### config.mk
export PLATFORM = sky130hd
export DESIGN_NAME = energy_meter_surge_guard_flat
export DESIGN_NICKNAME = d
export VERILOG_FILES = /design/src/hdl/emsg_pkg.sv /design/src/hdl/emsg_ifs.sv /design/src/hdl/energy_meter_surge_guard.sv /design/src/hdl/emsg_conv.sv /design/src/hdl/emsg_skid.sv /design/src/flat_wrapper.sv
export SDC_FILE = /design/constraint.sdc
export NUM_CORES = 1
export LEC_CHECK = 0
export ABC_AREA = 1
export BUFFER_PORTS_ARGS = -buffer_cell sky130_fd_sc_hd__buf_2
export CAP_MARGIN = 20
export CORE_MARGIN = 1
export CORE_UTILIZATION = 61
export CTS_CLUSTER_SIZE = 12
export DETAILED_ROUTE_END_ITERATION = 10
export PLACE_DENSITY = 0.8
export SYNTH_ARGS = -nofsm -noshare
export SYNTH_HDL_FRONTEND = slang
export SYNTH_SLANG_ARGS = --single-unit
### constraint.sdc
create_clock -name clk_i -period 8 [get_ports clk_i]
set_input_delay 0.8 -clock clk_i [delete_from_list [all_inputs] [get_ports clk_i]]
set_output_delay 0.8 -clock clk_i [all_outputs]
set_load 0.01 [all_outputs]
### src/hdl/emsg_pkg.sv
// Shared types and constants for the energy meter surge guard.
package emsg_pkg;

  // Fixed field widths of the channel payloads.
  localparam int unsigned CodeW   = 10;
  localparam int unsigned PassW   = 32;
  localparam int unsigned PowerW  = 13;
  localparam int unsigned VoltsW  = 8;
  localparam int unsigned EnergyW = 31;
  localparam int unsigned CfgIdxW = 2;
  localparam int unsigned CfgDatW = 32;

  // Register reset values.
  localparam logic [PassW-1:0]   PasswordReset   = 32'h3132_3334;
  localparam logic [PowerW-1:0]  StandbyReset    = 13'd200;
  localparam logic [EnergyW-1:0] AlarmReset      = 31'd100000;
  localparam logic [EnergyW-1:0] EnergyMax       = 31'h7FFF_FFFF;

  // Alert LED patterns for each surge class.
  localparam logic [3:0] LedSurge5  = 4'h1;
  localparam logic [3:0] LedSurge10 = 4'h3;
  localparam logic [3:0] LedSurge15 = 4'h7;
  localparam logic [3:0] LedSurge25 = 4'hF;

  // Number of ticks the alert LEDs are held after a surge.
  localparam logic [1:0] HoldTicks = 2'd2;

  // Load LED codes: bit 0 standby, bit 1 normal.
  localparam logic [1:0] LoadOff     = 2'b00;
  localparam logic [1:0] LoadStandby = 2'b01;
  localparam logic [1:0] LoadNormal  = 2'b10;

  // Input transaction kinds.
  typedef enum logic [1:0] {
    OP_SAMPLE = 2'd0,
    OP_TICK   = 2'd1,
    OP_UNLOCK = 2'd2
  } opcode_e;

  // Configuration register indexes.
  typedef enum logic [CfgIdxW-1:0] {
    REG_PASSWORD = 2'd0,
    REG_STANDBY  = 2'd1,
    REG_ALARM    = 2'd2
  } cfg_reg_e;

  typedef struct packed {
    logic [1:0]       opcode;
    logic [CodeW-1:0] current_code;
    logic [CodeW-1:0] voltage_code;
    logic [PassW-1:0] pass_attempt;
  } in_item_t;

  typedef struct packed {
    logic [3:0]         alert_led_mask;
    logic               standby_led;
    logic               normal_led;
    logic               relay_on;
    logic               is_locked;
    logic [PowerW-1:0]  power_watts;
    logic [VoltsW-1:0]  volts_out;
    logic [EnergyW-1:0] energy_total;
    logic               energy_alarm;
    logic               password_match;
  } out_item_t;

endpackage

### src/hdl/emsg_ifs.sv
// Channel interfaces: input items, result items and configuration writes.
interface emsg_in_if;
  import emsg_pkg::*;
  logic     valid;
  logic     ready;
  in_item_t data;
  modport source (output valid, output data, input ready);
  modport sink (input valid, input data, output ready);
endinterface

interface emsg_out_if;
  import emsg_pkg::*;
  logic      valid;
  logic      ready;
  out_item_t data;
  modport source (output valid, output data, input ready);
  modport sink (input valid, input data, output ready);
endinterface

interface emsg_cfg_if;
  import emsg_pkg::*;
  logic               valid;
  logic               ready;
  logic [CfgIdxW-1:0] index;
  logic [CfgDatW-1:0] data;
  modport source (output valid, output index, output data, input ready);
  modport sink (input valid, input index, input data, output ready);
endinterface

### src/hdl/energy_meter_surge_guard.sv
// Top level of the energy meter surge guard.
//
// Channels: in_i takes one transaction per item (ADC sample pair, one-second
// tick or unlock attempt); out_o returns exactly one result transaction per
// item, in order; cfg_i writes the password, the standby power limit and the
// energy alarm limit, and is always ready.
// Latency: the result of an item is valid on out_o in the cycle after the
// item is accepted, unless an earlier result still waits there; then it
// follows in the cycle after the sink takes that one. Throughput: one item
// per cycle while skid is empty, set by the single meter state register stage.
// A two-entry output stage (result register plus skid register) keeps
// in_i ready while one result waits; in_i drops ready only once both hold
// results, and takes items again in the cycle after the sink drains one.
// Reset: all meter state clears, the relay reads closed, the block is
// unlocked, and the registers return to password "1234", a 200 W standby
// limit and a 100000 Ws alarm limit. No results are pending after reset.
module energy_meter_surge_guard
  import emsg_pkg::*;
#(
  parameter int unsigned ADC_BITS = 10
) (
  input  logic       clk_i,
  input  logic       rst_ni,
  emsg_cfg_if.sink   cfg_i,
  emsg_in_if.sink    in_i,
  emsg_out_if.source out_o
);

  localparam int unsigned FsInt = (1 << ADC_BITS) - 1;
  localparam int unsigned ScW   = ADC_BITS + 6;
  localparam logic [ScW-1:0] Thr5  = ScW'(5 * FsInt);
  localparam logic [ScW-1:0] Thr10 = ScW'(10 * FsInt);
  localparam logic [ScW-1:0] Thr15 = ScW'(15 * FsInt);
  localparam logic [ScW-1:0] Thr25 = ScW'(25 * FsInt);

  // Configuration registers.
  logic [PassW-1:0]   password_q;
  logic [PowerW-1:0]  standby_lim_q;
  logic [EnergyW-1:0] alarm_lim_q;

  assign cfg_i.ready = 1'b1;

  always_ff @(posedge clk_i or negedge rst_ni) begin
    if (!rst_ni) begin
      password_q    <= PasswordReset;
      standby_lim_q <= StandbyReset;
      alarm_lim_q   <= AlarmReset;
    end else if (cfg_i.valid) begin
      case (cfg_reg_e'(cfg_i.index))
        REG_PASSWORD: password_q    <= cfg_i.data;
        REG_STANDBY:  standby_lim_q <= cfg_i.data[PowerW-1:0];
        REG_ALARM:    alarm_lim_q   <= cfg_i.data[EnergyW-1:0];
        default: ;
      endcase
    end
  end

  // Meter state.
  logic [ADC_BITS-1:0] last_cc_q, last_cc_d;
  logic [VoltsW-1:0]   volts_q, volts_d;
  logic [PowerW-1:0]   power_q, power_d;
  logic [EnergyW-1:0]  energy_q, energy_d;
  logic                lock_q, lock_d;
  logic                relay_q, relay_d;
  logic [3:0]          led_q, led_d;
  logic [1:0]          hold_cnt_q, hold_cnt_d;
  logic                hold_act_q, hold_act_d;
  logic [1:0]          load_q, load_d;
  logic                match;

  logic      skid_full;
  logic      accept;
  out_item_t result;

  assign in_i.ready = !skid_full;
  assign accept     = in_i.valid && in_i.ready;

  // Codes are masked to the converter width.
  logic [ADC_BITS-1:0] cur_code;
  logic [ADC_BITS-1:0] volt_code;
  logic [VoltsW-1:0]   conv_volts;
  logic [PowerW-1:0]   conv_power;

  assign cur_code  = ADC_BITS'(in_i.data.current_code);
  assign volt_code = ADC_BITS'(in_i.data.voltage_code);

  emsg_conv #(
    .AdcBits(ADC_BITS)
  ) u_conv (
    .current_i(cur_code),
    .voltage_i(volt_code),
    .volts_o  (conv_volts),
    .power_o  (conv_power)
  );

  // Current step against the previous sample, scaled to amps times full scale.
  logic [ADC_BITS-1:0] step;
  logic [ScW-1:0]      step_scaled;

  assign step        = (cur_code >= last_cc_q) ? cur_code - last_cc_q : last_cc_q - cur_code;
  assign step_scaled = ScW'(step) * ScW'(40);

  // Energy add with saturation at the top of the 31-bit range.
  logic [EnergyW:0] energy_sum;
  assign energy_sum = {1'b0, energy_q} + (EnergyW+1)'(power_q);

  // Next state for the item at the input.
  always_comb begin
    last_cc_d  = last_cc_q;
    volts_d    = volts_q;
    power_d    = power_q;
    energy_d   = energy_q;
    lock_d     = lock_q;
    relay_d    = relay_q;
    led_d      = led_q;
    hold_cnt_d = hold_cnt_q;
    hold_act_d = hold_act_q;
    load_d     = load_q;
    match      = 1'b0;
    case (opcode_e'(in_i.data.opcode))
      OP_SAMPLE: begin
        if (!lock_q) begin
          last_cc_d = cur_code;
          volts_d   = conv_volts;
          power_d   = conv_power;
          if (step_scaled > Thr5) begin
            if (step_scaled >= Thr25) begin
              led_d   = LedSurge25;
              relay_d = 1'b0;
              lock_d  = 1'b1;
            end else if (step_scaled >= Thr15) begin
              led_d = LedSurge15;
            end else if (step_scaled >= Thr10) begin
              led_d = LedSurge10;
            end else begin
              led_d = LedSurge5;
            end
            hold_cnt_d = HoldTicks;
            hold_act_d = 1'b1;
          end
        end
      end
      OP_TICK: begin
        if (!lock_q) begin
          energy_d = energy_sum[EnergyW] ? EnergyMax : energy_sum[EnergyW-1:0];
          if (power_q <= standby_lim_q && power_q > PowerW'(1)) begin
            load_d = LoadNormal;
          end else if (power_q >= standby_lim_q) begin
            load_d = LoadStandby;
          end else begin
            load_d = LoadOff;
          end
          if (hold_act_q) begin
            if (hold_cnt_q != 2'd0) begin
              hold_cnt_d = hold_cnt_q - 2'd1;
            end else begin
              led_d      = 4'h0;
              hold_act_d = 1'b0;
            end
          end
        end
      end
      OP_UNLOCK: begin
        if (in_i.data.pass_attempt == password_q) begin
          match   = 1'b1;
          lock_d  = 1'b0;
          relay_d = 1'b1;
        end
      end
      default: ;
    endcase
  end

  // State registers advance once per accepted item.
  always_ff @(posedge clk_i or negedge rst_ni) begin
    if (!rst_ni) begin
      last_cc_q  <= '0;
      volts_q    <= '0;
      power_q    <= '0;
      energy_q   <= '0;
      lock_q     <= 1'b0;
      relay_q    <= 1'b1;
      led_q      <= 4'h0;
      hold_cnt_q <= 2'd0;
      hold_act_q <= 1'b0;
      load_q     <= LoadOff;
    end else if (accept) begin
      last_cc_q  <= last_cc_d;
      volts_q    <= volts_d;
      power_q    <= power_d;
      energy_q   <= energy_d;
      lock_q     <= lock_d;
      relay_q    <= relay_d;
      led_q      <= led_d;
      hold_cnt_q <= hold_cnt_d;
      hold_act_q <= hold_act_d;
      load_q     <= load_d;
    end
  end

  // Result transaction reflects the state after the update.
  always_comb begin
    result.alert_led_mask = led_d;
    result.standby_led    = load_d[0];
    result.normal_led     = load_d[1];
    result.relay_on       = relay_d;
    result.is_locked      = lock_d;
    result.power_watts    = power_d;
    result.volts_out      = volts_d;
    result.energy_total   = energy_d;
    result.energy_alarm   = energy_d > alarm_lim_q;
    result.password_match = match;
  end

  emsg_skid u_skid (
    .clk_i (clk_i),
    .rst_ni(rst_ni),
    .push_i(accept),
    .item_i(result),
    .full_o(skid_full),
    .out_o (out_o)
  );

endmodule

### src/hdl/emsg_conv.sv
// ADC code conversion: whole volts and power from one sample pair.
module emsg_conv
  import emsg_pkg::*;
#(
  parameter int unsigned AdcBits = 10
) (
  input  logic [AdcBits-1:0] current_i,
  input  logic [AdcBits-1:0] voltage_i,
  output logic [VoltsW-1:0]  volts_o,
  output logic [PowerW-1:0]  power_o
);

  localparam logic [AdcBits:0] Fs = (AdcBits+1)'((1 << AdcBits) - 1);

  // Whole amps = floor(code * 40 / Fs). Fs is 2^N - 1, so the quotient is the
  // high part plus one correction step on the folded remainder.
  logic [AdcBits+5:0] amp_prod;
  logic [5:0]         amp_q0;
  logic [AdcBits:0]   amp_rem;
  logic [5:0]         amps;

  assign amp_prod = (AdcBits+6)'(current_i) * (AdcBits+6)'(40);
  assign amp_q0   = amp_prod[AdcBits+5:AdcBits];
  assign amp_rem  = (AdcBits+1)'(amp_prod[AdcBits-1:0]) + (AdcBits+1)'(amp_q0);
  assign amps     = amp_q0 + ((amp_rem >= Fs) ? 6'd1 : 6'd0);

  // Volts offset = floor((10 * code + Fs) / (2 * Fs)), same folding scheme.
  logic [AdcBits+3:0] volt_num;
  logic [3:0]         volt_q0;
  logic [AdcBits:0]   volt_rem;
  logic [3:0]         volt_q;

  assign volt_num = (AdcBits+4)'(voltage_i) * (AdcBits+4)'(10) + (AdcBits+4)'(Fs);
  assign volt_q0  = volt_num[AdcBits+3:AdcBits];
  assign volt_rem = (AdcBits+1)'(volt_num[AdcBits-1:0]) + (AdcBits+1)'(volt_q0);
  assign volt_q   = volt_q0 + ((volt_rem >= Fs) ? 4'd1 : 4'd0);

  // A zero code means the line is dead.
  assign volts_o = (voltage_i == '0) ? '0 : VoltsW'(8'd123 + VoltsW'(volt_q[3:1]));

  // Power in watts from whole amps and volts.
  logic [13:0] power_full;
  assign power_full = 14'(amps) * 14'(volts_o);
  assign power_o    = power_full[PowerW-1:0];

endmodule

### src/hdl/emsg_skid.sv
// Output register with a skid stage so the input side waits on the sink only when both are full.
module emsg_skid
  import emsg_pkg::*;
(
  input  logic      clk_i,
  input  logic      rst_ni,
  input  logic      push_i,
  input  out_item_t item_i,
  output logic      full_o,
  emsg_out_if.source out_o
);

  logic      out_valid_q;
  out_item_t out_q;
  logic      skid_valid_q;
  out_item_t skid_q;

  // Control: the skid entry drains first, new results go straight out when free.
  always_ff @(posedge clk_i or negedge rst_ni) begin
    if (!rst_ni) begin
      out_valid_q  <= 1'b0;
      skid_valid_q <= 1'b0;
    end else if (skid_valid_q) begin
      if (out_o.ready) begin
        skid_valid_q <= 1'b0;
      end
    end else if (push_i) begin
      if (out_valid_q && !out_o.ready) begin
        skid_valid_q <= 1'b1;
      end else begin
        out_valid_q <= 1'b1;
      end
    end else if (out_o.ready) begin
      out_valid_q <= 1'b0;
    end
  end

  // Payload: no reset needed.
  always_ff @(posedge clk_i) begin
    if (skid_valid_q) begin
      if (out_o.ready) begin
        out_q <= skid_q;
      end
    end else if (push_i) begin
      if (out_valid_q && !out_o.ready) begin
        skid_q <= item_i;
      end else begin
        out_q <= item_i;
      end
    end
  end

  assign full_o      = skid_valid_q;
  assign out_o.valid = out_valid_q;
  assign out_o.data  = out_q;

endmodule

### src/flat_wrapper.sv
// flat-port wrapper written by rule: the top's interface ports become plain ports
module energy_meter_surge_guard_flat import emsg_pkg::*;
#(
  parameter int unsigned ADC_BITS = 10
)
  (clk_i, rst_ni, cfg_i_valid, cfg_i_index, cfg_i_data, cfg_i_ready, in_i_valid, in_i_data, in_i_ready, out_o_valid, out_o_data, out_o_ready);
  emsg_cfg_if cfg_i_i ();
  emsg_in_if in_i_i ();
  emsg_out_if out_o_i ();
  input  logic clk_i;
  input  logic rst_ni;
  input wire logic [$bits(cfg_i_i.valid)-1:0] cfg_i_valid;
  input wire logic [$bits(cfg_i_i.index)-1:0] cfg_i_index;
  input wire logic [$bits(cfg_i_i.data)-1:0] cfg_i_data;
  output wire logic [$bits(cfg_i_i.ready)-1:0] cfg_i_ready;
  input wire logic [$bits(in_i_i.valid)-1:0] in_i_valid;
  input wire logic [$bits(in_i_i.data)-1:0] in_i_data;
  output wire logic [$bits(in_i_i.ready)-1:0] in_i_ready;
  output wire logic [$bits(out_o_i.valid)-1:0] out_o_valid;
  output wire logic [$bits(out_o_i.data)-1:0] out_o_data;
  input wire logic [$bits(out_o_i.ready)-1:0] out_o_ready;
  assign cfg_i_i.valid = cfg_i_valid;
  assign cfg_i_i.index = cfg_i_index;
  assign cfg_i_i.data = cfg_i_data;
  assign cfg_i_ready = cfg_i_i.ready;
  assign in_i_i.valid = in_i_valid;
  assign in_i_i.data = in_i_data;
  assign in_i_ready = in_i_i.ready;
  assign out_o_valid = out_o_i.valid;
  assign out_o_data = out_o_i.data;
  assign out_o_i.ready = out_o_ready;
  energy_meter_surge_guard #(.ADC_BITS(ADC_BITS)) u_core (.clk_i(clk_i), .rst_ni(rst_ni), .cfg_i(cfg_i_i), .in_i(in_i_i), .out_o(out_o_i));
endmodule
Word level (Yosys, flattened, before mapping). Index checks and enable logic that the tools add are counted.

Flip-flop bits (word level): 275. Logic and storage cells: 155.

Equality and inequality tests: 13. Magnitude comparators: 11. $mul: 4. $add $sub $neg: 10. Reductions and logical operators: 21. Bitwise gates (word level): 2. Muxes and demuxes: 59.

Operator list (number): 62-bit 2-to-1 mux (4); 31-bit 2-to-1 mux (3); 10-bit by 3-bit multiplier with 13-bit output, second input constant (3); 31-bit by 13-bit adder with 32-bit output (1); 32-bit equality test (1); 16-bit by 14-bit >= comparator with 1-bit output, second input constant (2); 31-bit greater-than comparator (1); 4-bit 2-to-1 mux (7); 13-bit 2-to-1 mux (2); 1-bit 2-to-1 mux (25); 8-bit 2-to-1 mux (3); 11-bit by 10-bit >= comparator with 1-bit output, second input constant (2); 10-bit subtractor (2); 2-bit 2-to-1 mux (9); 16-bit by 15-bit >= comparator with 1-bit output, second input constant (1); 16-bit by 13-bit greater-than comparator with 1-bit output, second input constant (1); 14-bit by 10-bit adder with 14-bit output, second input constant (1); 13-bit >= comparator (1); 13-bit by 1-bit greater-than comparator with 1-bit output, second input constant (1); 13-bit <= comparator (1); 6-bit by 8-bit multiplier with 13-bit output (1); 3-bit AND reduction (4); 10-bit by 4-bit adder with 11-bit output (1); 10-bit by 6-bit adder with 11-bit output (1); 22 further kinds (42).

Depth between registers and ports, before layout. Gate-level depths: netlist of run 1.

Depth in word-level cells: 14. Mapped depth: 56. Mapped depth without buffers: 56.

Hierarchy. From an unflattened synthesis of run 1, not the netlist that was laid out.

Cells, all modules: 2374. Area total of the unflattened synthesis: 18809.3 µm².

Modules (own cells, without submodules): energy_meter_surge_guard (cells each 1487, seq. area each 3757.4 µm², times used 1, area each 10664.0 µm²); emsg_skid (cells each 342, seq. area each 3773.6 µm², times used 1, area each 4629.4 µm²); emsg_conv (cells each 545, seq. area each 0.0 µm², times used 1, area each 3515.9 µm²).

Least setup slack after synthesis of run 1. No wires, ideal clock.

Path type: input-to-reg. Start: in in_i_data[43]. End: reg u_core.u_skid.out_q, in the netlist u_core.u_skid.out_o.data[53] (data pin). Stages: 45. Setup slack: -0.671 ns. Data arrival time: 8.418 ns. Cells stage by stage: ha_1 -> ha_1 -> inv_1 -> fa_1 -> o31ai_1 -> a21oi_1 -> o21ai_0 -> a21oi_1 -> o21ai_0 -> xor2_1 -> inv_1 -> ha_1 -> nand2_1 -> nor2_1 -> a211oi_1 -> o2111ai_1 -> a221oi_1 -> ha_1 -> [9 not listed] -> ha_1 -> a21oi_1 -> nand2_1 -> a21oi_1 -> o21bai_1 -> a21oi_1 -> nor2_1 -> nor2_1 -> nor2_1 -> o21ai_0 -> nand2_1 -> xor2_1 -> inv_1 -> nand4_1 -> nand2_1 -> nand2_1 -> nand3_1 -> nand2_1.

Longest elaborated chain between the ends: 11.

Ends and longest elaborated chain: from (decl) (RTL line flat_wrapper.sv:17) `input wire logic [$bits(in_i_i.data)-1:0] in_i_data;`; 10-bit by 3-bit multiplier with 13-bit output (*) (RTL line emsg_conv.sv:22) `assign amp_prod = (AdcBits+6)'(current_i) * (AdcBits+6)'(40);`; 10-bit by 6-bit adder with 11-bit output (RTL line emsg_conv.sv:24) `assign amp_rem = (AdcBits+1)'(amp_prod[AdcBits-1:0]) + (AdcBits+1)'(amp_q0);`; 11-bit by 10-bit >= comparator with 1-bit output (RTL line emsg_conv.sv:25) `assign amps = amp_q0 + ((amp_rem >= Fs) ? 6'd1 : 6'd0);`; 1-bit 2-to-1 mux (RTL line emsg_conv.sv:25); 6-bit by 1-bit adder with 6-bit output (*) (RTL line emsg_conv.sv:25); 6-bit by 8-bit multiplier with 13-bit output (*) (RTL line emsg_conv.sv:43) `assign power_full = 14'(amps) * 14'(volts_o);`; 13-bit 2-to-1 mux (*) (RTL line energy_meter_surge_guard.sv:122) `if (!lock_q) begin`; 13-bit 2-to-1 mux (*) (RTL line energy_meter_surge_guard.sv:120) `case (opcode_e'(in_i.data.opcode))`; 62-bit 2-to-1 mux (*) (RTL line emsg_skid.sv:45) `if (out_valid_q && !out_o.ready) begin`; 62-bit 2-to-1 mux (*) (RTL line emsg_skid.sv:44) `end else if (push_i) begin`; 62-bit 2-to-1 mux (*) (RTL line emsg_skid.sv:40) `if (skid_valid_q) begin`; to (signal assigned) (RTL line emsg_skid.sv:42) `out_q <= skid_q;`; to (signal assigned) (RTL line emsg_skid.sv:48) `out_q <= item_i;`; to (decl) (RTL line emsg_skid.sv:14) `out_item_t out_q;`.

Mark *: on every way between the ends. The rest lies on a longest branch, timed or not. The select of a mux whose other input is x is not followed. A chain may end at the register's enable or synchronous reset.

Final worst setup path of run 1.
Start: in in_i_data[46]. End: reg u_core.u_skid.skid_q[53] (netlist bit) (data pin).

Longest elaborated chain between the ends: 8.

Ends and longest elaborated chain: 10-bit by 3-bit multiplier with 13-bit output (*) (RTL line emsg_conv.sv:22); 10-bit by 6-bit adder with 11-bit output (RTL line emsg_conv.sv:24); 11-bit by 10-bit >= comparator with 1-bit output (RTL line emsg_conv.sv:25); 1-bit 2-to-1 mux (RTL line emsg_conv.sv:25); 6-bit by 1-bit adder with 6-bit output (*) (RTL line emsg_conv.sv:25); 6-bit by 8-bit multiplier with 13-bit output (*) (RTL line emsg_conv.sv:43); 13-bit 2-to-1 mux (*) (RTL line energy_meter_surge_guard.sv:122); 13-bit 2-to-1 mux (*) (RTL line energy_meter_surge_guard.sv:120); named net u_core.power_d[12] (RTL line energy_meter_surge_guard.sv:61) `logic [PowerW-1:0] power_q, power_d;`; to (signal assigned) (RTL line emsg_skid.sv:46) `skid_q <= item_i;`; to (decl) (RTL line emsg_skid.sv:16) `out_item_t skid_q;`.

Mark *: on every way through the listed nets, which the timed path passes. The rest lies on a longest branch.

==> metrics.md, run 1 <==
| Metric | Value |
|---|---|
| Dpl hpwl | 32.1 mm |
| Violated checks | setup timing |
| Fraction of layout cells with a size suffix above 1 | 21.0% |
| Yosys reg bits | 275 |
| Crit path required time | 8300 ps |
| Multi-input logic area | 0.00931 sq mm |
| Initial Utilization | 62.0% |
| Largest net degree at the start of global routing | 83 |
| Worst setup path class | in -> reg |
| Complex-gate fraction of the synthesized area | 11.7% |
| Reg area | 0.00753 sq mm |
| RSZ-0062 raised after global routing | true |
| Delay of the slowest critical-path stage | 520 ps |
| Final ANT Viol Nets | 0 |
| Fillers | 2,059 |
| First-pass GRT wire length | 71.8 mm |
| Chip Width | 173 microns |
| Worst vdd ir | 0.489 mV |
| Post-synthesis mux area share | 0.176% |
| Ys flop type | dfrtp_1 |
| Pre-CTS setup slack | -635 ps |
| Mapped cell area | 0.0178 sq mm |
| Clk buf depth | 3 |
| Sequential power share | 23.0% |
| # setup viols final | 2 |
| Async set or reset register ratio after synthesis | 54.9% |
| Slowest cell on crit path | fa_1 |
| Die Y | 173 microns |
| Crit path time final | 8010 ps |
| Wire per inst | 15.8 microns |
| Syn. warnings | 0 |
| Main combinational cell family by area after synthesis | simple AND/OR/NAND/NOR gates |
| Switching pwr | 4300 uW |
| Detailed Route WL | 44.1 mm |
| Post-Synth Adder-Cell Area | 14.7% |
| Fmax | 125 MHz |
| Post-CTS Hold Fix Bufs | 0 |
| Overall power | 9650 uW |
| Initial antenna violation count | 0 |
| Die ar. | 0.0298 sq mm |
| GPL Wtd Cong | 0.909 |
| Clock Tree Root | clkbuf_16 |
| GRT Total Usage | 29.4% |
| Via Count | 15,380 |
| Critical Path AT | 8310 ps |
| Synthesized Nets | 2,397 |
| Synth Area in XOR/XNOR | 3.45% |
| Int Pwr | 5350 uW |
| H-Tree Depth | 1 |
| Type of the most critical hold path | in -> async |
| Syn-to-layout area delta | 20.8% |
| Detailed-route DRC error count | 0 |
| Worst-path maximum fanout | 5 |
| Final hold vios | 0 |
| Power share of the combinational group | 63.1% |
| Vias in the first global route | 15,040 |
| Io pins | 158 |
| CTS Buf Count | 30 |
| Synth Area per Inst | 8.42 sq um |
| Max cap viols | 0 |
| Power density cells | 449 mW/mm^2 |
| TritonCTS clock tree | done |
| Clk Latency, worst-skew pair | 570 ps |
| Worst-path clk slew | 60 ps |
| Total grt overflow | 0 |
| 1st-pass router iterations | 8 |
| Startpoint types | input port |
| Port buffer count | 156 |
| Status | finished, violations left |
| Antenna cell count | 0 |
| Rows | 62 |
| Slew headroom | 40.5% |
| Fin. max-slew vios | 0 |
| Mapped Cells | 2,113 |
| Worst Setup SP | in_i_data[46] |
| Synth Area in Simple Gates | 19.1% |
| Sw frac | 44.5% |
| CTS Sinks | 275 |
| Clk_skew | 23.9 ps |
| Area post-placement | 0.0200 sq mm |
| Core ar. | 0.0287 sq mm |
| Leak Pwr | 0.0105 uW |
| Post-synthesis sequential area ratio | 42.3% |
| Vias/cell | 5.49 |
| Yosys cell types | 62 |
| Drt first-iter violations | 1,117 |
| Worst r2r src | u_core.power_q[4] |
| Period utilisation layout | 100% |
| Clock network power share | 13.9% |
| Slack of the critical path | -11.8 ps |
| Final #Nets | 2,675 |
| Worst slew pin tran | 893 ps |
| EDFF count, synth | 124 |
| Design Area, Final | 0.0215 sq mm |
| Endpoint class of the critical path | register |
==> critical path: cells and delay by family <==
family / cells / cell delay, ps
AO/OA/AOI/OAI: 13 / 1880
XOR/XNOR: 3 / 470
adder cells (fa/ha/maj): 9 / 3000
buffers and inverters: 6 / 520
AND/OR/NAND/NOR: 13 / 1590
==> layout make-up <==
class                      instances  share of cell area (%)
sequential                       275                    35.1
clock buffer                      47                    4.17
multi-input combinational       1440                    43.3
tap                              384                    2.24
timing repair buffer             297                    8.83
inverter                         347                    6.07
clock inverter                     9                   0.338
==> registers in the layout, summed over array words and instances (netlist names) <==
register,count
u_core.last_cc_q,10
u_core.energy_q,31
u_core.u_skid.skid_q,62
u_core.standby_lim_q,13
u_core.led_q,4
u_core.u_skid.out_o.data,62
u_core.power_q,13
u_core.password_q,32
u_core.alarm_lim_q,31
u_core.hold_act_q,1
u_core.u_skid.full_o,1
u_core.hold_cnt_q,2
u_core.relay_q,1
u_core.lock_q,1
u_core.u_skid.out_o.valid,1
u_core.volts_q,8
u_core.load_q,2
==> through the flow <==
stage | util (%) | hold WS [ps] | setup TNS (ps) | std cells
2_1_floorplan | - | 446 | -66.3 | 2113
3_3_place_gp | 69.6 | 457 | -2170 | 2729
3_5_place_dp | 69.6 | 461 | -5400 | 2729
4_1_cts | 73.1 | 261 | 0 | 2786
5_1_grt | 74.9 | 276 | -2030 | 2799
6_report | 74.9 | 227 | -12.8 | 2799
==> power by group through the flow <==
stage	Clock (uW)	Sequential, uW	Combinational, uW
after global routing	1410	2250	6870
final	1340	2220	6090
after detailed placement	0	2230	5800
after floorplan	0	2210	3930
after CTS	1360	2210	5850
after global placement	0	2210	5510
==> final timing paths <==
check	cells past startpoint	end	slack (ps)
max	44	u_core.u_skid.skid_q[53]	-10
min in group clk_i	2	u_core.u_skid.full_o	450
max in group asynchronous	3	u_core.standby_lim_q[6]	6650
min reg2reg	2	u_core.relay_q	470
min	1	u_core.u_skid.full_o	230
max reg2reg	26	u_core.u_skid.out_o.data[1]	2550
==> what timing repair did <==
action,CTS,global route
setup endpoints to repair,2,14
resized for setup,5,74
buffers inserted,1,11
hold endpoints to repair,0,0
pin swaps,2,29
cloned,0,0
==> Yosys cell counts, types with 4 or more instances <==
cell	number	area, sq um
nand2_2	16	100
fa_1	31	621
nor2_1	114	428
nand3_1	63	315
nor3_1	14	70.1
inv_2	5	18.8
xor2_1	39	342
nand4_1	23	144
xnor2_1	31	272
a21oi_1	81	405
o21bai_1	7	52.6
buf_1	4	15.0
nand2_4	4	45.0
a211oi_1	4	30.0
clkbuf_1	40	150
nor2_2	6	37.5
o21ai_0	215	1080
o2111ai_1	4	35.0
o22ai_1	5	31.3
o21ai_1	14	70.1
nor4_1	6	37.5
nand2_1	515	1930
a22oi_1	5	37.5
ha_1	160	2000
dfrtp_1	128	3200
nand3_2	4	40.0
nand3b_1	4	30.0
or2_2	16	100
a221oi_1	5	43.8
o31ai_1	4	30.0
edfxtp_1	124	3720
dfstp_2	23	604
buf_2	6	30.0
a31oi_1	10	62.6
inv_1	340	1280
==> cells by family after synthesis <==
kind of cell / Yosys count
buffers and inverters: 398
adder cells (fa/ha/maj): 191
multiplexers: 3
flip-flops: 275
AND/OR/NAND/NOR: 797
AO/OA/AOI/OAI: 378
XOR/XNOR: 70
other: 1
==> cells in the final DEF, fill, tap and decap left out, types with 15 or more instances in the layout <==
master / n
ha_4: 22
dfrtp_1: 127
o21ai_0: 207
nand2_2: 24
buf_2: 152
or2_2: 15
buf_4: 139
nand4_1: 23
xnor2_1: 30
nand2_1: 506
clkbuf_16: 32
fa_1: 29
ha_1: 133
xor2_1: 33
inv_1: 333
dfstp_2: 23
edfxtp_1: 124
o21ai_1: 20
a21oi_1: 73
nor2_1: 104
nand3_1: 60
==> per-layer routing <==
layer,up-vias,GRT usage [%],wire (microns)
met4,0,9.33,1080
met3,85,4.00,2830
met5,-,0,0
met2,544,49.1,20900
met1,7296,39.9,19300
li1,7455,-,-
Note: power is estimated with default switching activity, not from simulation.
==> run 2: changes to the inputs <==
CTS_CLUSTER_DIAMETER = 200   (was not set)
RECOVER_POWER = 25   (was not set)
==> run 2 against run 1 <==
Compared with the run above:
- the flow finishes with violations (capacitance limit, slew limit, setup timing)
- final cell count decreased by 0.36%
- critical path depth rose by 1
- critical path type unchanged
- sequential power hardly changed
- utilization fell by 1.1 points
- critical endpoint unchanged
- die area unchanged
- clock power decreased by 14%
- hold slack gained 240 ps
- clock-buffer cell count increased by 1
==> metrics.md, run 2 (synthesized netlist as in run 1, its figures left out) <==
| Metric | Value |
|---|---|
| Status | finished, violations left |
| Violated checks | capacitance limit, slew limit, setup timing |
| Critical Path AT | 8350 ps (+40 ps) |
| Via Count | 15,279 (-0.66%) |
| Worst r2r src | u_core.last_cc_q[3] |
| Chip Width | 173 microns (unchanged) |
| Die Y | 173 microns (unchanged) |
| Power density cells | 448 mW/mm^2 (-0.23%) |
| # setup viols final | 2 (unchanged) |
| Rows | 62 (unchanged) |
| Fraction of layout cells with a size suffix above 1 | 20.1% (-0.91 points) |
| Detailed Route WL | 43.5 mm (-1.4%) |
| Vias in the first global route | 14,845 (-1.3%) |
| Worst-path maximum fanout | 5 (unchanged) |
| Core ar. | 0.0287 sq mm (unchanged) |
| Slew headroom | -175% (-220 points) |
| Period utilisation layout | 101% (+0.93 points) |
| Worst Path Buf+Inv | 6 (unchanged) |
| Hold Path Depth | 2 |
| Worst slew pin tran | 4130 ps (+3230 ps) |
| Hold Path Sink | u_core.relay_q |
| Initial Utilization | 62.0% (unchanged) |
| Commonest non-fill, non-tap cell in the layout | nand2_1 |
| Inst Count DP | 2,729 (unchanged) |
| Crit path required time | 8270 ps (-30 ps) |
| Max cap viols | 3 (+3) |
| Endpoint class of the critical path | register |
| Non-filler instance count after layout | 2,789 (-0.36%) |
| H-Tree Depth | 1 (unchanged) |
| Antenna cell count | 0 (unchanged) |
| CTS Sinks | 275 (unchanged) |
| Detailed-route DRC error count | 0 (unchanged) |
| Fmax | 124 MHz (-0.92%) |
| Crit path max-delay family | adder cells |
| Wire per inst | 15.6 microns (-1.0%) |
| First-pass GRT wire length | 71.3 mm (-0.69%) |
| R2R setup slack | 2520 ps (-30 ps) |
| Fin. max-slew vios | 199 (+199) |
| Final core utilization | 73.8% (-1.1 points) |
| Largest net degree at the start of global routing | 83 (unchanged) |
| Final ANT Viol Nets | 0 (unchanged) |
| Worst-case reg-to-reg path depth | 31 (+19%) |
| GPL Wtd Cong | 0.909 (unchanged) |
| Vias/cell | 5.48 (-0.30%) |
| Final hold vios | 0 (unchanged) |
| Type of the most critical hold path | reg -> reg |
| Delay of the slowest critical-path stage | 520 ps (about the same) |
| Port buffer count | 156 (unchanged) |
| Most frequent cells in the layout | 505 x nand2_1, 334 x inv_1, 207 x o21ai_0 |
| Fillers | 2,082 (+1.1%) |
| TritonCTS clock tree | done |
| Clock Tree Root | clkbuf_16 |
| Worst-path clk slew | 60 ps (about the same) |
| Io pins | 158 (unchanged) |
| Dpl hpwl | 32.1 mm (unchanged) |
| Fin Hold WS | 470 ps (+243 ps) |
| Leak Pwr | 0.0103 uW (-1.4%) |
| Drt first-iter violations | 1,155 (+3.4%) |
| Startpoint types | input port |
| Syn-to-layout area delta | 19.0% |
| Clk_skew | 15.4 ps (-8.51 ps) |
| Initial antenna violation count | 0 (unchanged) |
| Worst Hold Launch | u_core.relay_q |
| Post-CTS Hold Fix Bufs | 0 (unchanged) |
| GRT Total Usage | 29.1% (-0.32 points) |
| Worst setup path class | in -> reg |
| Worst vdd ir | 0.452 mV (-7.6%) |
| 1st-pass router iterations | 6 (-2) |
| Clk Latency, worst-skew pair | 540 ps (-30 ps) |
| CTS Buf Count | 26 (-13%) |
| Final #Nets | 2,669 (-0.22%) |
| RSZ-0062 raised after global routing | true |
| Worst reg2reg endpoint | u_core.u_skid.out_o.data[61] |
| Clk buf depth | 3 (unchanged) |
| Die ar. | 0.0298 sq mm (unchanged) |
| Slack of the critical path | -85.9 ps (-74.2 ps) |
| Total grt overflow | 0 (unchanged) |
| Slowest cell on crit path | fa_1 |
| Crit path time final | 8090 ps (+74.2 ps) |
-- run 2: area by class of cell --
class	instances	area (sq um)	share of cell area (%)
timing repair buffer	295	1830	8.65
tap	384	480	2.27
inverter	347	1310	6.16
multi-input combinational	1440	9270	43.8
sequential	275	7530	35.6
clock buffer	48	754	3.56
-- run 2: timing repair --
item                                    CTS  global route
pin swaps                                 4            25
resized for setup                         8            67
setup buffers                             1             9
endpoints found under the setup margin    3            14
-- run 2: worst max path at each step --
| stage | endpoint | slack [ps] | startpoint | depth (start not counted) |
|---|---|---|---|---|
| after detailed placement | u_core.u_skid.skid_q[53] | -640 | in_i_data[35] | 52 |
| after floorplan | u_core.u_skid.out_o.data[53] | -70 | in_i_data[43] | 44 |
| after global placement | u_core.u_skid.out_o.data[53] | -340 | in_i_data[35] | 53 |
| final | u_core.u_skid.skid_q[53] | -90 | in_i_data[45] | 45 |
| after global routing | u_core.u_skid.out_o.data[53] | -580 | in_i_data[45] | 47 |
| after CTS | u_core.u_skid.skid_q[53] | 8 | in_i_data[35] | 50 |
-- run 2: tightest hold or removal path: stages (launching register included) --
cell     delay (ps)
dfstp_2         360
nand2_1          50
nand2_1          50
-- run 2: layer usage --
metal | vias up | part of all wire (%) | global-route usage, %
met5 | - | 0 | 0
met3 | 84 | 6.4 | 2.90
met4 | 0 | 2.6 | 8.37
met1 | 7214 | 44 | 40.4
li1 | 7436 | - | -
met2 | 545 | 47 | 48.6
-- run 2: where the power goes --
group,internal (uW),switching (uW)
Clock,630,521
Combinational,2620,3500
Sequential,1980,237
-- run 2: stage by stage --
step	TNS [ps]	instance area (sq um)	setup slack (ps)	total power [uW]
after floorplan	-66.3	17900	-66.3	6140
after global placement	-2170	20000	-337	7720
after detailed placement	-5400	20000	-635	8020
after CTS	0	20800	7.93	9230
after global routing	-2810	21200	-583	10400
final	-168	21200	-85.9	9490
==> run 3: changes to the inputs <==
==> constraint.sdc (replaced) <==
create_clock -name clk_i -period 8 [get_ports clk_i]
set_input_delay 2 -clock clk_i [delete_from_list [all_inputs] [get_ports clk_i]]
set_output_delay 2 -clock clk_i [all_outputs]
set_load 0.01 [all_outputs]
==> run 3 against run 2 <==
Compared with the run above:
- the flow still finishes with violations (capacitance limit, slew limit, setup timing)
- wire length increased by 4.8%
- final area increased by 3.9%
- fmax decreased by 12%
- first-iteration DRC count decreased by 5.5%
- critical path type unchanged
- largest power group unchanged
==> metrics.md, run 3 (synthesized netlist as in run 1, its figures left out) <==
| Metric | Value |
|---|---|
| Period utilisation layout | 115% (+14 points) |
| Detailed-route DRC error count | 0 (unchanged) |
| Total grt overflow | 0 (unchanged) |
| Initial Utilization | 62.0% (unchanged) |
| Area post-placement | 0.0202 sq mm (+1.1%) |
| Leak Pwr | 0.0107 uW (+3.0%) |
| Worst-path clk slew | 60 ps (about the same) |
| Fraction of layout cells with a size suffix above 1 | 23.4% (+3.2 points) |
| Endpoint class of the critical path | register |
| Syn-to-layout area delta | 23.6% |
| GPL Wtd Cong | 0.898 (-1.2%) |
| Final core utilization | 76.6% (+2.9 points) |
| Power density cells | 498 mW/mm^2 (+11%) |
| H-Tree Depth | 1 (unchanged) |
| Core ar. | 0.0287 sq mm (unchanged) |
| Type of the most critical hold path | reg -> reg |
| Slack of the critical path | -1230 ps (-1140 ps) |
| Commonest non-fill, non-tap cell in the layout | nand2_1 |
| Dpl hpwl | 32.1 mm (about the same) |
| Worst vdd ir | 0.684 mV (+51%) |
| Port buffer count | 156 (unchanged) |
| Drt first-iter violations | 1,091 (-5.5%) |
| Chip Width | 173 microns (unchanged) |
| Detailed Route WL | 45.6 mm (+4.8%) |
| 1st-pass router iterations | 6 (unchanged) |
| Clock network power share | 10.5% (-1.6 points) |
| Initial antenna violation count | 0 (unchanged) |
| Clk_skew | 21.2 ps (+5.87 ps) |
| CTS Sinks | 275 (unchanged) |
| Final hold vios | 0 (unchanged) |
| Max cap viols | 4 (+1) |
| RSZ-0062 raised after global routing | true |
| Largest net degree at the start of global routing | 77 (-7.2%) |
| Multi-input logic area | 0.00958 sq mm (+3.4%) |
| Slew headroom | -208% (-33 points) |
| CP dominant cell by count | fa_1 |
| Setup TNS | -16,200 ps (-16,030 ps) |
| Worst-path maximum fanout | 5 (unchanged) |
| Wire per inst | 16.0 microns (+2.6%) |
| Slowest cell on crit path | fa_1 |
| Startpoint types | input port |
| Violated checks | capacitance limit, slew limit, setup timing |
| Die Y | 173 microns (unchanged) |
| Final #Nets | 2,731 (+2.3%) |
| Delay of the slowest critical-path stage | 510 ps (about the same) |
| # setup viols final | 26 (+24) |
| Int Pwr | 6030 uW (+15%) |
| Pre-CTS setup slack | -1870 ps (-1240 ps) |
| Io pins | 158 (unchanged) |
| CTS Buf Count | 26 (unchanged) |
| Clock Tree Root | clkbuf_16 |
| Vias/cell | 5.48 (about the same) |
| Most frequent cells in the layout | 497 x nand2_1, 323 x inv_1, 194 x o21ai_0 |
| Sw frac | 45.0% (+0.11 points) |
| Antenna cell count | 0 (unchanged) |
| Crit path time final | 9230 ps (+1140 ps) |
| Crit path required time | 8280 ps (about the same) |
| Vias in the first global route | 15,465 (+4.2%) |
| Fin. max-slew vios | 241 (+21%) |
| Status | finished, violations left |
| Via Count | 15,628 (+2.3%) |
| Reg area | 0.00753 sq mm (unchanged) |
| TritonCTS clock tree | done |
| Fmax | 108 MHz (-12%) |
| Clk buf depth | 3 (unchanged) |
| Design Area, Final | 0.0220 sq mm (+3.9%) |
| Critical Path AT | 9510 ps (+1160 ps) |
| Switching pwr | 4930 uW (+16%) |
| Worst setup path class | in -> reg |
| GRT Total Usage | 30.1% (+1.1 points) |
| Sequential power share | 20.2% (-3.1 points) |
| First-pass GRT wire length | 73.6 mm (+3.3%) |
| Rows | 62 (unchanged) |
| Clk Latency, worst-skew pair | 540 ps (about the same) |
| Power share of the combinational group | 69.4% (+4.8 points) |
| Die ar. | 0.0298 sq mm (unchanged) |
| Worst slew pin tran | 4620 ps (+494 ps) |
| Final ANT Viol Nets | 0 (unchanged) |
| Fillers | 1,973 (-5.2%) |
run 3: layer usage:
layer	vias up	GRT usage, %	wire length, microns
met4	0	9.62	1410
met3	108	3.58	2910
met5	-	0	0
li1	7566	-	-
met1	7377	40.1	19200
met2	577	51.6	22000
run 3: final timing paths:
path                                        start                      endpoint  slack [ps]  cells past startpoint
worst min register to register     u_core.relay_q                u_core.relay_q         470                      2
worst min-delay path               u_core.relay_q                u_core.relay_q         470                      2
min in group asynchronous                  rst_ni               u_core.led_q[0]        3110                      1
worst max-delay path                in_i_data[44]  u_core.u_skid.out_o.data[53]       -1230                     44
worst max register to register  u_core.power_q[4]   u_core.u_skid.out_o.data[1]        2340                     26
max in group asynchronous                  rst_ni         u_core.alarm_lim_q[3]        1340                      2
run 3: final cells by class:
cell class                      instances  area share, %
Clock buffer                           47           3.41
Inverter                              347           5.96
Sequential cell                       275           34.2
Tap cell                              384           2.18
Multi-Input combinational cell       1440           43.6
Timing Repair Buffer                  357           10.6
run 3: timing repair:
item                                    CTS  global route
gates resized for setup                 105            63
buffers inserted                         64            20
hold buffers                              0             0
endpoints found under the setup margin   27            27
gates cloned                              0             0
pin swaps                                39            35
run 3: power groups by stage:
stage / Sequential [uW] / Combinational, uW / Clock (uW)
2_1_floorplan: 2210 / 4030 / 0
6_report: 2210 / 7600 / 1150
5_1_grt: 2240 / 8380 / 1210
4_1_cts: 2200 / 6900 / 1160
3_5_place_dp: 2220 / 6100 / 0
3_3_place_gp: 2210 / 5780 / 0
run 3: through the flow:
stage	total power [uW]	std cells	hold slack [ps]
floorplan	6240	2113	446
global placement	7980	2752	456
detailed placement	8320	2752	460
CTS	10300	2843	471
global route	11800	2850	505
finish	11000	2850	474
run 3: worst max-delay path, delay by kind of cell:
kind            cells  cell delay (ps)
xor+xnor            3              460
fa+ha+maj          10             3240
compound gates     12             1840
buf+inv             5              440
simple gates       14             1500
